[src/hdl/smm_pkg.sv]
// Package for the streaming substring matcher.
// Holds register indexes, character constants, the cell control struct and helpers.
// No dependencies.
package smm_pkg;

  localparam int CharW   = 8;
  localparam int PatBytes = 16;
  localparam int PatW    = PatBytes * CharW;
  localparam int LenW    = 5;
  localparam int ModeW   = 2;
  localparam int CfgAddrW = 2;
  localparam int CfgDataW = 64;

  // register indexes on the write port
  localparam logic [CfgAddrW-1:0] REG_PAT_LOW  = 2'd0;
  localparam logic [CfgAddrW-1:0] REG_PAT_HIGH = 2'd1;
  localparam logic [CfgAddrW-1:0] REG_PAT_LEN  = 2'd2;
  localparam logic [CfgAddrW-1:0] REG_MODE     = 2'd3;

  // match_mode bits
  localparam int MODE_FOLD_BIT  = 0;
  localparam int MODE_EXACT_BIT = 1;

  localparam logic [CharW-1:0] CH_NUL   = 8'h00;
  localparam logic [CharW-1:0] CH_TAB   = 8'h09;
  localparam logic [CharW-1:0] CH_LF    = 8'h0A;
  localparam logic [CharW-1:0] CH_SPACE = 8'h20;
  localparam logic [CharW-1:0] CH_UP_A  = 8'h41;
  localparam logic [CharW-1:0] CH_UP_Z  = 8'h5A;
  localparam logic [CharW-1:0] CASE_OFS = 8'h20;

  typedef struct packed {
    logic shift;  // accepted a non-terminator char
    logic fold;   // case-insensitive compare
  } cell_ctl_t;

  function automatic logic [CharW-1:0] fold_case(input logic [CharW-1:0] c);
    logic [CharW-1:0] r;
    r = c;
    if (c >= CH_UP_A && c <= CH_UP_Z) r = c + CASE_OFS;
    return r;
  endfunction

  function automatic logic is_boundary(input logic [CharW-1:0] c);
    return (c == CH_SPACE) || (c == CH_TAB) || (c == CH_LF) || (c == CH_NUL);
  endfunction

endpackage

[src/hdl/smm_cell.sv]
// One window cell: holds one character, passes it to the next cell on a shift,
// and compares the incoming character with its pattern byte. Uses smm_pkg.
module smm_cell #(
  parameter int IDX = 0
) (
  input  logic                         clk,
  input  smm_pkg::cell_ctl_t           ctl,
  input  logic [smm_pkg::CharW-1:0]    char_in,
  input  logic [smm_pkg::PatW-1:0]     pat_all,
  input  logic [smm_pkg::LenW-1:0]     pat_len,
  output logic [smm_pkg::CharW-1:0]    char_out,
  output logic                         cmp_ok
);

  logic [smm_pkg::CharW-1:0] char_r;
  logic [3:0]                k;
  logic                      in_use;
  logic [smm_pkg::CharW-1:0] pat_b;
  logic [smm_pkg::CharW-1:0] w_cmp;
  logic [smm_pkg::CharW-1:0] p_cmp;

  // cell IDX compares the character that lines up with pattern byte len-1-IDX
  assign in_use = smm_pkg::LenW'(IDX) < pat_len;
  assign k      = 4'(pat_len - smm_pkg::LenW'(IDX) - smm_pkg::LenW'(1));
  assign pat_b  = pat_all[k*smm_pkg::CharW +: smm_pkg::CharW];

  always_comb begin
    if (ctl.fold) begin
      w_cmp = smm_pkg::fold_case(char_in);
      p_cmp = smm_pkg::fold_case(pat_b);
    end else begin
      w_cmp = char_in;
      p_cmp = pat_b;
    end
  end

  assign cmp_ok = !in_use || (w_cmp == p_cmp);

  always_ff @(posedge clk) begin
    if (ctl.shift) char_r <= char_in;
  end

  assign char_out = char_r;

endmodule

[src/hdl/substring_match_with_modes.sv]
// Top level of the streaming substring matcher.
// Instantiates a row of smm_cell; uses smm_pkg.
//
// Usage:
//   in_*  : one character per word in in_tdata[7:0]; a zero word ends the string.
//   out_* : one word per string, sent for the terminator; out_tdata[0] = found.
//   cfg_* : write-only registers, index 0 pattern chars 0-7, 1 pattern chars 8-15,
//           2 pattern length, 3 match mode. Write only while the block is idle.
// Each character shifts into a row of MAX_PATTERN cells; all cells compare
// against their pattern byte in the same cycle and the results are ANDed.
// Throughput: one character per cycle while the skid register is empty, as the
// compare across the cell row is combinational. The result word for a terminator
// is registered into the output register, or into the skid register on a stall.
// The result sits in an output register backed by a one-word skid register;
// in_tready drops only while the skid register is full, so characters keep
// flowing while a result waits on a stalled receiver.
// Reset (rst_n low, synchronous) clears the configuration registers to zero, the
// string state and the valid flags of both result registers.
module substring_match_with_modes #(
  parameter int MAX_PATTERN = 16
) (
  input  logic                           clk,
  input  logic                           rst_n,
  input  logic                           in_tvalid,
  output logic                           in_tready,
  input  logic [7:0]                     in_tdata,   // [7:0] char_code
  output logic                           out_tvalid,
  input  logic                           out_tready,
  output logic [7:0]                     out_tdata,  // [0] found, [7:1] zero
  input  logic                           cfg_we,
  input  logic [smm_pkg::CfgAddrW-1:0]   cfg_addr,
  input  logic [smm_pkg::CfgDataW-1:0]   cfg_wdata
);

  localparam int SeenW = $clog2(MAX_PATTERN + 1);

  // configuration
  logic [63:0]                  pat_low_r;
  logic [63:0]                  pat_high_r;
  logic [smm_pkg::LenW-1:0]     pat_len_r;
  logic [smm_pkg::ModeW-1:0]    mode_r;
  logic [smm_pkg::PatW-1:0]     pat_all;

  // string state
  logic [SeenW-1:0]             seen_r, seen_nxt;
  logic                         pending_r, pending_nxt;
  logic                         match_r, match_nxt;

  // output side
  logic                         out_valid_r, out_valid_nxt;
  logic                         out_found_r, out_found_nxt;
  logic                         skid_valid_r, skid_valid_nxt;
  logic                         skid_found_r, skid_found_nxt;

  logic                         accept;
  logic                         is_term;
  logic                         push;
  logic                         match_bnd;
  logic                         hit;
  logic                         len_ok;
  smm_pkg::cell_ctl_t           ctl;
  logic [smm_pkg::CharW-1:0]    chain [MAX_PATTERN+1];
  logic [MAX_PATTERN-1:0]       cmp_ok;

  assign in_tready = !skid_valid_r;
  assign accept    = in_tvalid && in_tready;
  assign is_term   = in_tdata == smm_pkg::CH_NUL;
  assign push      = accept && is_term;
  assign pat_all   = {pat_high_r, pat_low_r};

  always_ff @(posedge clk) begin
    if (!rst_n) begin
      pat_low_r  <= '0;
      pat_high_r <= '0;
      pat_len_r  <= '0;
      mode_r     <= '0;
    end else if (cfg_we) begin
      case (cfg_addr)
        smm_pkg::REG_PAT_LOW:  pat_low_r  <= cfg_wdata;
        smm_pkg::REG_PAT_HIGH: pat_high_r <= cfg_wdata;
        smm_pkg::REG_PAT_LEN:  pat_len_r  <= cfg_wdata[smm_pkg::LenW-1:0];
        smm_pkg::REG_MODE:     mode_r     <= cfg_wdata[smm_pkg::ModeW-1:0];
        default: ;
      endcase
    end
  end

  // cell row
  assign ctl.shift = accept && !is_term;
  assign ctl.fold  = mode_r[smm_pkg::MODE_FOLD_BIT];
  assign chain[0]  = in_tdata;

  for (genvar i = 0; i < MAX_PATTERN; i++) begin : g_cell
    smm_cell #(.IDX(i)) u_cell (
      .clk      (clk),
      .ctl      (ctl),
      .char_in  (chain[i]),
      .pat_all  (pat_all),
      .pat_len  (pat_len_r),
      .char_out (chain[i+1]),
      .cmp_ok   (cmp_ok[i])
    );
  end

  always_comb begin
    seen_nxt = seen_r;
    if (seen_r != SeenW'(MAX_PATTERN)) seen_nxt = seen_r + SeenW'(1);
  end

  assign len_ok = (pat_len_r != '0) &&
                  (pat_len_r <= smm_pkg::LenW'(MAX_PATTERN)) &&
                  ({{(smm_pkg::LenW+1-SeenW){1'b0}}, seen_nxt} >= {1'b0, pat_len_r});
  assign hit       = len_ok && (&cmp_ok);
  assign match_bnd = match_r || (pending_r && smm_pkg::is_boundary(in_tdata));

  // string state update
  always_comb begin
    pending_nxt = pending_r;
    match_nxt   = match_r;
    if (accept) begin
      if (is_term) begin
        pending_nxt = 1'b0;
        match_nxt   = 1'b0;
      end else if (mode_r[smm_pkg::MODE_EXACT_BIT]) begin
        pending_nxt = hit;
        match_nxt   = match_bnd;
      end else begin
        pending_nxt = 1'b0;
        match_nxt   = match_bnd || hit;
      end
    end
  end

  always_ff @(posedge clk) begin
    if (!rst_n) begin
      seen_r    <= '0;
      pending_r <= 1'b0;
      match_r   <= 1'b0;
    end else if (accept) begin
      seen_r    <= is_term ? '0 : seen_nxt;
      pending_r <= pending_nxt;
      match_r   <= match_nxt;
    end
  end

  // output register with skid behind it
  always_comb begin
    out_valid_nxt  = out_valid_r;
    out_found_nxt  = out_found_r;
    skid_valid_nxt = skid_valid_r;
    skid_found_nxt = skid_found_r;
    if (out_valid_r && !out_tready) begin
      if (push) begin
        skid_valid_nxt = 1'b1;
        skid_found_nxt = match_bnd;
      end
    end else if (skid_valid_r) begin
      out_valid_nxt  = 1'b1;
      out_found_nxt  = skid_found_r;
      skid_valid_nxt = 1'b0;
    end else begin
      out_valid_nxt = push;
      out_found_nxt = match_bnd;
    end
  end

  always_ff @(posedge clk) begin
    if (!rst_n) begin
      out_valid_r  <= 1'b0;
      skid_valid_r <= 1'b0;
    end else begin
      out_valid_r  <= out_valid_nxt;
      skid_valid_r <= skid_valid_nxt;
    end
  end

  always_ff @(posedge clk) begin
    out_found_r  <= out_found_nxt;
    skid_found_r <= skid_found_nxt;
  end

  assign out_tvalid = out_valid_r;
  assign out_tdata  = {7'b0, out_found_r};

  // checks
  a_skid_implies_out: assert property (@(posedge clk) disable iff (!rst_n)
    skid_valid_r |-> out_valid_r)
    else $error("skid word held with empty output register");

  a_seen_bound: assert property (@(posedge clk) disable iff (!rst_n)
    seen_r <= SeenW'(MAX_PATTERN))
    else $error("character count past window depth");

  a_term_clears: assert property (@(posedge clk) disable iff (!rst_n)
    push |=> (seen_r == '0) && !pending_r && !match_r)
    else $error("string state not cleared after terminator");

  a_loose_no_pending: assert property (@(posedge clk) disable iff (!rst_n)
    (accept && !is_term && !mode_r[smm_pkg::MODE_EXACT_BIT]) |=> !pending_r)
    else $error("boundary pending outside exact mode");

endmodule

[config.mk]
export PLATFORM = sky130hd
export DESIGN_NAME = substring_match_with_modes
export DESIGN_NICKNAME = d
export VERILOG_FILES = /design/src/hdl/smm_pkg.sv /design/src/hdl/smm_cell.sv /design/src/hdl/substring_match_with_modes.sv
export SDC_FILE = /design/constraint.sdc
export NUM_CORES = 1
export LEC_CHECK = 0
export BUFFER_PORTS_ARGS = -buffer_cell sky130_fd_sc_hd__buf_4
export CAP_MARGIN = 40
export CORE_MARGIN = 5
export CORE_UTILIZATION = 35
export DETAILED_ROUTE_END_ITERATION = 7
export MAX_ROUTING_LAYER = met4
export PLACE_DENSITY = 0.57
export SYNTH_ARGS = -nofsm -noshare
export SYNTH_HDL_FRONTEND = slang
export SYNTH_SLANG_ARGS = --single-unit
export TNS_END_PERCENT = 20
[constraint.sdc]
create_clock -name clk -period 11.08 [get_ports clk]
set_input_delay 2.216 -clock clk [delete_from_list [all_inputs] [get_ports clk]]
set_output_delay 2.216 -clock clk [all_outputs]
set_load 0.01 [all_outputs]
==> results of run 1 <==
-- metal layers --
layer  vias to the layer above  wire [um]  global-route usage (%)
met1                      9408      35800                    33.1
met4                         0       4300                    9.22
met3                       199       7500                    4.72
li1                       8027          -                       -
met2                      1012      39600                    38.3
met5                         -          0                       -
-- power groups by stage --
stage               clock network [mW]  registers, mW  logic, mW
floorplan                            0           1.13      0.362
global placement                     0           1.18      0.496
detailed placement                   0           1.18      0.509
CTS                               1.14           1.16      0.511
global route                      1.18           1.16      0.549
finish                            1.12           1.16      0.516
-- cell type report --
type	count	area, sq um	area share [%]
Tap cell	846	1060	4.25
Antenna cell	1	2.50	0.0101
Multi-Input combinational cell	1601	15000	60.3
Sequential cell	266	6560	26.3
Timing Repair Buffer	124	993	3.99
Inverter	45	169	0.679
Clock buffer	39	826	3.32
Clock inverter	17	264	1.06
-- worst max-delay path by stage --
stage | startpoint | end | slack [ps] | cells past startpoint
final | pat_len_r[0] | match_r | 4040 | 14
after global routing | pat_len_r[0] | match_r | 3710 | 14
after CTS | pat_len_r[0] | match_r | 4030 | 14
after detailed placement | pat_len_r[0] | match_r | 4050 | 14
after global placement | pat_len_r[0] | pending_r | 4200 | 14
after floorplan | in_tvalid | match_r | 1380 | 7
-- flip-flops by register name, summed over array words and instances (netlist names), 2 cells and up --
| name | count |
|---|---|
| g_cell.u_cell.char_out | 120 |
| seen_r | 5 |
| pat_high_r | 64 |
| pat_low_r | 64 |
| mode_r | 2 |
| pat_len_r | 5 |
-- layout by cell type, fill, tap and decap left out, types with 14 or more instances in the layout --
cell type  count
a31oi_1       27
nand4_1       30
mux4_1        40
xnor2_1       85
nand2b_1      15
nor2b_1       26
nor3_1        37
clkbuf_16     31
nor2_1        59
a21o_1        19
mux2i_1      101
nand2_1      320
ha_1          46
dfxtp_1      141
xor2_1        45
mux4_2       210
nor4bb_1      14
a21oi_1       40
o211ai_1      17
edfxtp_1     122
a21boi_0     132
nand3_1       64
mux2_2        28
inv_1         41
buf_4        116
o21ai_0       26
-- critical path, delay by kind of cell (launching register included) --
family / cells / cell delay, ps
flops: 1 / 910
compound gates: 6 / 1690
fa+ha+maj: 1 / 890
mux: 2 / 1280
xor+xnor: 1 / 160
simple gates: 2 / 750
buf+inv: 2 / 1210
-- logic make-up after synthesis --
family                     Yosys count
DFF                                266
buffers and inverters              180
muxes                              379
AOI/OAI and AO/OA                  378
and+or+nand+nor                    647
adders and majority gates           48
other                                1
xor gates and xnor gates           142
-- per-stage QoR --
| step | cells | hold WS [ps] | total power, mW | util, % | instance area (sq um) |
|---|---|---|---|---|---|
| finish | 2939 | 497 | 2.79 | 39.4 | 24900 |
| global route | 2938 | 524 | 2.89 | 39.4 | 24900 |
| CTS | 2937 | 499 | 2.81 | 39.4 | 24900 |
| detailed placement | 2881 | 485 | 1.69 | 37.6 | 23800 |
| global placement | 2868 | 480 | 1.67 | 37.4 | 23600 |
| floorplan | 2047 | 434 | 1.50 | - | 22400 |
==> flow_summary.rst, run 1 <==
.. list-table::
   :header-rows: 1

   * - Metric
     - Value
   * - Total CTS buffers
     - 30
   * - Number of buffers added on ports
     - 81
   * - Number of instances in the synthesized netlist
     - 2041
   * - Overall Global Routing Usage
     - around a quarter
   * - Fraction of final layout cells with drive strength greater than 1
     - a little over a fifth
   * - Switch Pwr
     - just over 800 uW
   * - Die boundary height
     - roughly 260 um
   * - Tightest Pin Transition
     - 1020 ps
   * - Critical-path cell with the highest stage delay
     - dfxtp_4
   * - Standard-cell row count
     - 92
   * - Total global routing overflow
     - 0
   * - Area grow syn2layout
     - 11.0%
   * - Maximum clock path buffer count
     - 3
   * - Number of maximum-capacitance violations
     - 0
   * - Distinct cells, synth
     - 96
   * - Setup TNS Final
     - 0 ps
   * - Leading post-synthesis cells by cell area
     - mux4_2 (21%), edfxtp_1 (16%), dfxtp_1 (13%), nand2_1 (5.4%), mux4_1 (4.7%)
   * - Initial antenna violation count
     - 1
   * - Leakage power figure
     - 8.32 nW
   * - Worst min-delay path class
     - reg -> reg
   * - Combinational share of power
     - 18.5%
   * - Setup slack on the worst flop-to-flop path
     - ~4000 ps
   * - Net count, final
     - approximately 2200
   * - Pin count of the biggest net entering global routing
     - ~80
   * - Most common cell in the synthesized netlist
     - nand2_1
   * - Power share of the sequential group
     - between 40% and 50%
   * - TritonCTS clock tree
     - yes
   * - XOR/XNOR Fraction of Synth Area
     - about 5.9%
   * - Fraction of the yosys area taken by sequential cells
     - roughly 30%
   * - DRT Pass-1 Iters
     - 7
   * - CTS Hold Bufs
     - 0
   * - Sort of element at the start of the critical path
     - register
   * - Peak fanout along the critical path
     - 59
   * - Sort of element at the end of the critical path
     - register
   * - Pwr/cell area
     - roughly 110 nW/um^2
   * - Global-route wire length before repair
     - approximately 130000 um
   * - Number of synthesized flops with an enable pin
     - roughly 120
   * - Post-layout minimum cycle time
     - slightly above 7000 ps
   * - Dominant combinational cell family by area after synthesis
     - multiplexers
   * - Final setup violating endpoints
     - 0
   * - Yosys Warn Count
     - 0
   * - Reg-to-Reg Start
     - pat_len_r[0]
   * - Post-CTS clock slew at the launch and capture registers of the worst setup and hold paths
     - 60 ps
   * - Status
     - finished clean
   * - CTS resizes
     - 0
   * - Type of the worst setup path
     - reg -> reg
   * - Setup repair after global routing missed its margin
     - false
   * - Number of H-tree levels
     - 1
   * - Post-synthesis share of cell area spent on and, or, nand and nor gates
     - 14.0%
   * - WHS Path Cells
     - 0
   * - Crit-path cells
     - inv_2, ha_4, buf_4, mux4_1, mux4_2, or4_1, o22ai_1, o31ai_1, xor2_1, a211o_1, a221o_1, o41ai_2, nand4_1, o21ai_1
   * - Chip Width
     - between 200 and 300 um
   * - Net switching fraction of the power
     - between 20% and 30%
   * - Number of I/O pins
     - a little under 90
   * - Via count of the first global-routing pass
     - 17600
   * - Skew final
     - approximately 17 ps
   * - Top flip-flop cell by instance count after synthesis
     - dfxtp_1
   * - Drt first-iter violations
     - roughly 2400
   * - Die ar.
     - slightly below 70000 sq um
   * - Count of pins over their slew limit
     - 0
   * - Sink count of the clock tree
     - roughly 270
   * - Post-place setup slack
     - 4050 ps
   * - Worst Path Arrival
     - between 7000 and 8000 ps
   * - Share of the synthesized area in the top cell type
     - a little over a fifth
   * - Half-perimeter wire length after placement
     - roughly 68000 um
   * - Detailed Route WL
     - 87200 um
   * - Post-synthesis compound-gate area fraction
     - between 10% and 20%
   * - Flops & latches, synth
     - ~270
   * - Slew headroom
     - between 30% and 40%
   * - FF-to-FF End
     - match_r
   * - Highest Clock Rate
     - 0.142 GHz
   * - Worst hold endpoint
     - g_cell[9].u_cell.char_out[7]
   * - Peak per-stage delay on the critical path
     - a little over 900 ps
   * - Count of antenna-violating nets left after detailed routing
     - 0
   * - Total standard cell area after synthesis
     - approximately 22000 sq um
   * - Async set-reset flop share out of synthesis
     - 0%
   * - Biggest area consumer among synthesized cells
     - mux4_2
   * - Period Utilization, post-route
     - 63.6%
   * - Fin worst setup slack
     - slightly above 4000 ps
   * - Top cells by count, synth
     - nand2_1 (320), mux4_2 (210), dfxtp_1 (144), a21boi_0 (132), edfxtp_1 (122)
   * - Drt wl/cell
     - between 20 and 30 um
   * - Data required time at the worst endpoint
     - 11610 ps
   * - Clock network fraction of total power
     - between 40% and 50%
   * - Final weighted congestion of routability-driven global placement
     - 1.05
   * - Final hold viol count
     - 0
   * - Hold Crit Start
     - g_cell[8].u_cell.char_out[7]
   * - Buffers inserted during post-CTS setup optimization
     - 0
   * - Total via count after detailed routing
     - between 15000 and 20000
   * - Placeable core area
     - roughly 63000 sq um
   * - Number of remaining DRC errors
     - 0
   * - Clock Root Buffer
     - clkbuf_16
   * - Later-pin clock latency in the skew report
     - 600 ps
   * - Area share of fa/ha/maj cells after synthesis
     - 2.68%
   * - Starting utilization of the core area
     - between 30% and 40%
   * - # fillers
     - 6036
   * - Vias per inst
     - 6.34
   * - Average instance area after synthesis
     - 11.0 sq um
   * - Power Internal
     - slightly below 2 mW
   * - Maximum vdd ir drop
     - between 0.0001 and 0.00015 V
   * - Share of synthesized area spent on multiplexers
     - about a third
   * - Number of cells on the worst reg-to-reg path
     - 14
Power figures use the tool's default switching activity.
==> run 2, diff against run 1 <==
==> constraint.sdc (replaced) <==
create_clock -name clk -period 6.55 [get_ports clk]
set_input_delay 1.31 -clock clk [delete_from_list [all_inputs] [get_ports clk]]
set_output_delay 1.31 -clock clk [all_outputs]
set_load 0.01 [all_outputs]
==> flow_summary.rst, run 2 (same netlist as run 1, synthesis figures left out) <==
.. list-table::
   :header-rows: 1

   * - Metric
     - Value
   * - Status
     - finished clean
   * - Pin count of the biggest net entering global routing
     - 126 (+59%)
   * - Pwr/cell area
     - 185 nW/um^2 (+65%)
   * - Total global routing overflow
     - 0 (unchanged)
   * - Placeable core area
     - 63200 sq um (unchanged)
   * - Count of antenna-violating nets left after detailed routing
     - 0 (unchanged)
   * - Vias per inst
     - 6.30 (-0.69%)
   * - Max FFs per register
     - 120 (unchanged)
   * - Data required time at the worst endpoint
     - 7070 ps (-4540 ps)
   * - Via count of the first global-routing pass
     - 17500 (-0.57%)
   * - Number of buffers added on ports
     - 81 (unchanged)
   * - Tightest Pin Transition
     - 908 ps (-110 ps)
   * - Half-perimeter wire length after placement
     - 67900 um (+0.40%)
   * - Number of H-tree levels
     - 1 (unchanged)
   * - Maximum vdd ir drop
     - 0.000143 V (+37%)
   * - Count of cell instances traversed by the critical path
     - 15 (+1)
   * - Fraction of final layout cells with drive strength greater than 1
     - 21.6% (+0.39 points)
   * - Family with the most delay on the worst path
     - simple AND/OR/NAND/NOR gates
   * - Total via count after detailed routing
     - 18500 (-0.53%)
   * - Area grow syn2layout
     - 10.9% (about the same)
   * - Utilization of the core after routing
     - 39.3% (about the same)
   * - Worst min-delay path class
     - reg -> reg
   * - Period Utilization, post-route
     - 87.3% (+24 points)
   * - Highest Clock Rate
     - 0.175 GHz (+23%)
   * - Crit-path cells
     - inv_2, ha_4, buf_4, mux4_1, mux4_2, ha_1, nand3_1, o21ai_1, or4_1, a31oi_1, nand4_1, or4_1, o41ai_2, nand4_1, o21ai_1
   * - Buffers inserted during post-CTS setup optimization
     - 0 (unchanged)
   * - Clock Root Buffer
     - clkbuf_16
   * - Die boundary height
     - 263 um (unchanged)
   * - WHS Path Cells
     - 0 (unchanged)
   * - Count of pins over their slew limit
     - 0 (unchanged)
   * - Peak per-stage delay on the critical path
     - 650 ps (-260 ps)
   * - Slew headroom
     - 38.9% (+6.8 points)
   * - Detailed Route WL
     - 86300 um (-0.99%)
   * - Final setup violating endpoints
     - 0 (unchanged)
   * - Later-pin clock latency in the skew report
     - 610 ps (about the same)
   * - Total CTS buffers
     - 30 (unchanged)
   * - Sort of element at the start of the critical path
     - register
   * - Final weighted congestion of routability-driven global placement
     - 1.03 (-1.5%)
   * - Post-layout minimum cycle time
     - 5720 ps (-1330 ps)
   * - Drt wl/cell
     - 29.3 um (-1.2%)
   * - # fillers
     - 6119 (+1.4%)
   * - Peak fanout along the critical path
     - 30 (-49%)
   * - Sequential standard cell area
     - 6560 sq um (unchanged)
   * - Number of cells on the worst reg-to-reg path
     - 15 (+1)
   * - Post-CTS clock slew at the launch and capture registers of the worst setup and hold paths
     - 60 ps (about the same)
   * - CTS resizes
     - 0 (unchanged)
   * - Final hold viol count
     - 0 (unchanged)
   * - TritonCTS clock tree
     - yes
   * - Starting utilization of the core area
     - 35.5% (unchanged)
   * - Number of maximum-capacitance violations
     - 0 (unchanged)
   * - Die ar.
     - 69200 sq um (unchanged)
   * - Drt first-iter violations
     - 2238 (-7.4%)
   * - Worst Path Arrival
     - 6230 ps (-1340 ps)
   * - Setup TNS Final
     - 0 ps (unchanged)
   * - Critical-path cell with the highest stage delay
     - dfxtp_4
   * - Sort of element at the end of the critical path
     - register
   * - Sink count of the clock tree
     - 266 (unchanged)
   * - Skew final
     - 29.5 ps (+12.9 ps)
   * - Chip Width
     - 263 um (unchanged)
   * - Count of buffer and inverter cells on the critical path
     - 2 (unchanged)
   * - Number of I/O pins
     - 89 (unchanged)
   * - Number of remaining DRC errors
     - 0 (unchanged)
   * - Global-route wire length before repair
     - 125000 um (-1.5%)
   * - Most common cell after layout, fill and taps aside
     - nand2_1
   * - Area of combinational cells with multiple inputs
     - 15000 sq um (unchanged)
   * - Overall Global Routing Usage
     - 24.6% (-0.30 points)
   * - Leakage power figure
     - 8.33 nW (about the same)
   * - DRT Pass-1 Iters
     - 6 (-1)
   * - Net count, final
     - 2199 (+0.18%)
   * - Commonest non-fill, non-tap cells in the layout
     - nand2_1 (320), mux4_2 (210), dfxtp_1 (141), a21boi_0 (132), edfxtp_1 (122)
   * - Maximum clock path buffer count
     - 3 (unchanged)
   * - Type of the worst setup path
     - reg -> reg
   * - CTS Hold Bufs
     - 0 (unchanged)
   * - Standard-cell row count
     - 92 (unchanged)
   * - Setup slack on the worst flop-to-flop path
     - 830 ps (-3200 ps)
   * - Setup repair after global routing missed its margin
     - false
   * - Initial antenna violation count
     - 2 (+1)
run 2: per-layer routing:
layer	track usage [%]	vias up	wire, um
met2	38.1	889	39200
met4	10.2	0	4790
met1	32.4	9433	35300
met5	-	-	0
met3	4.05	197	6970
li1	-	8029	-
run 2: path summary, 6_finish.rpt:
check | startpoint | endpoint
max reg2reg | pat_len_r[0] | pending_r
min reg2reg | g_cell[6].u_cell.char_out[7] | g_cell[7].u_cell.char_out[7]
max | pat_len_r[0] | pending_r
min | g_cell[6].u_cell.char_out[7] | g_cell[7].u_cell.char_out[7]
run 2: area by class of cell:
class	count	share of cell area, %
antenna	2	0.0201
clock buffer	44	3.69
clock inverter	12	0.483
inverter	45	0.679
multi-input combinational	1601	60.4
sequential	266	26.4
tap	846	4.26
timing repair buffer	128	4.12
run 2: power breakdown:
group	total [mW]	leakage (nW)	switching, mW	internal, mW
Clock	1.77	0.511	0.727	1.05
Combinational	0.877	5.45	0.490	0.387
Sequential	1.95	2.37	0.133	1.82
run 2: stage by stage:
stage	total power [mW]	instance area [sq um]	hold WS [ps]	worst slack [ps]	cells
finish	4.60	24900	490	834	2944
global route	4.76	24900	516	586	2942
CTS	4.62	24900	488	883	2942
detailed placement	2.85	23800	476	903	2886
global placement	2.83	23800	474	992	2880
floorplan	2.53	22400	434	445	2047
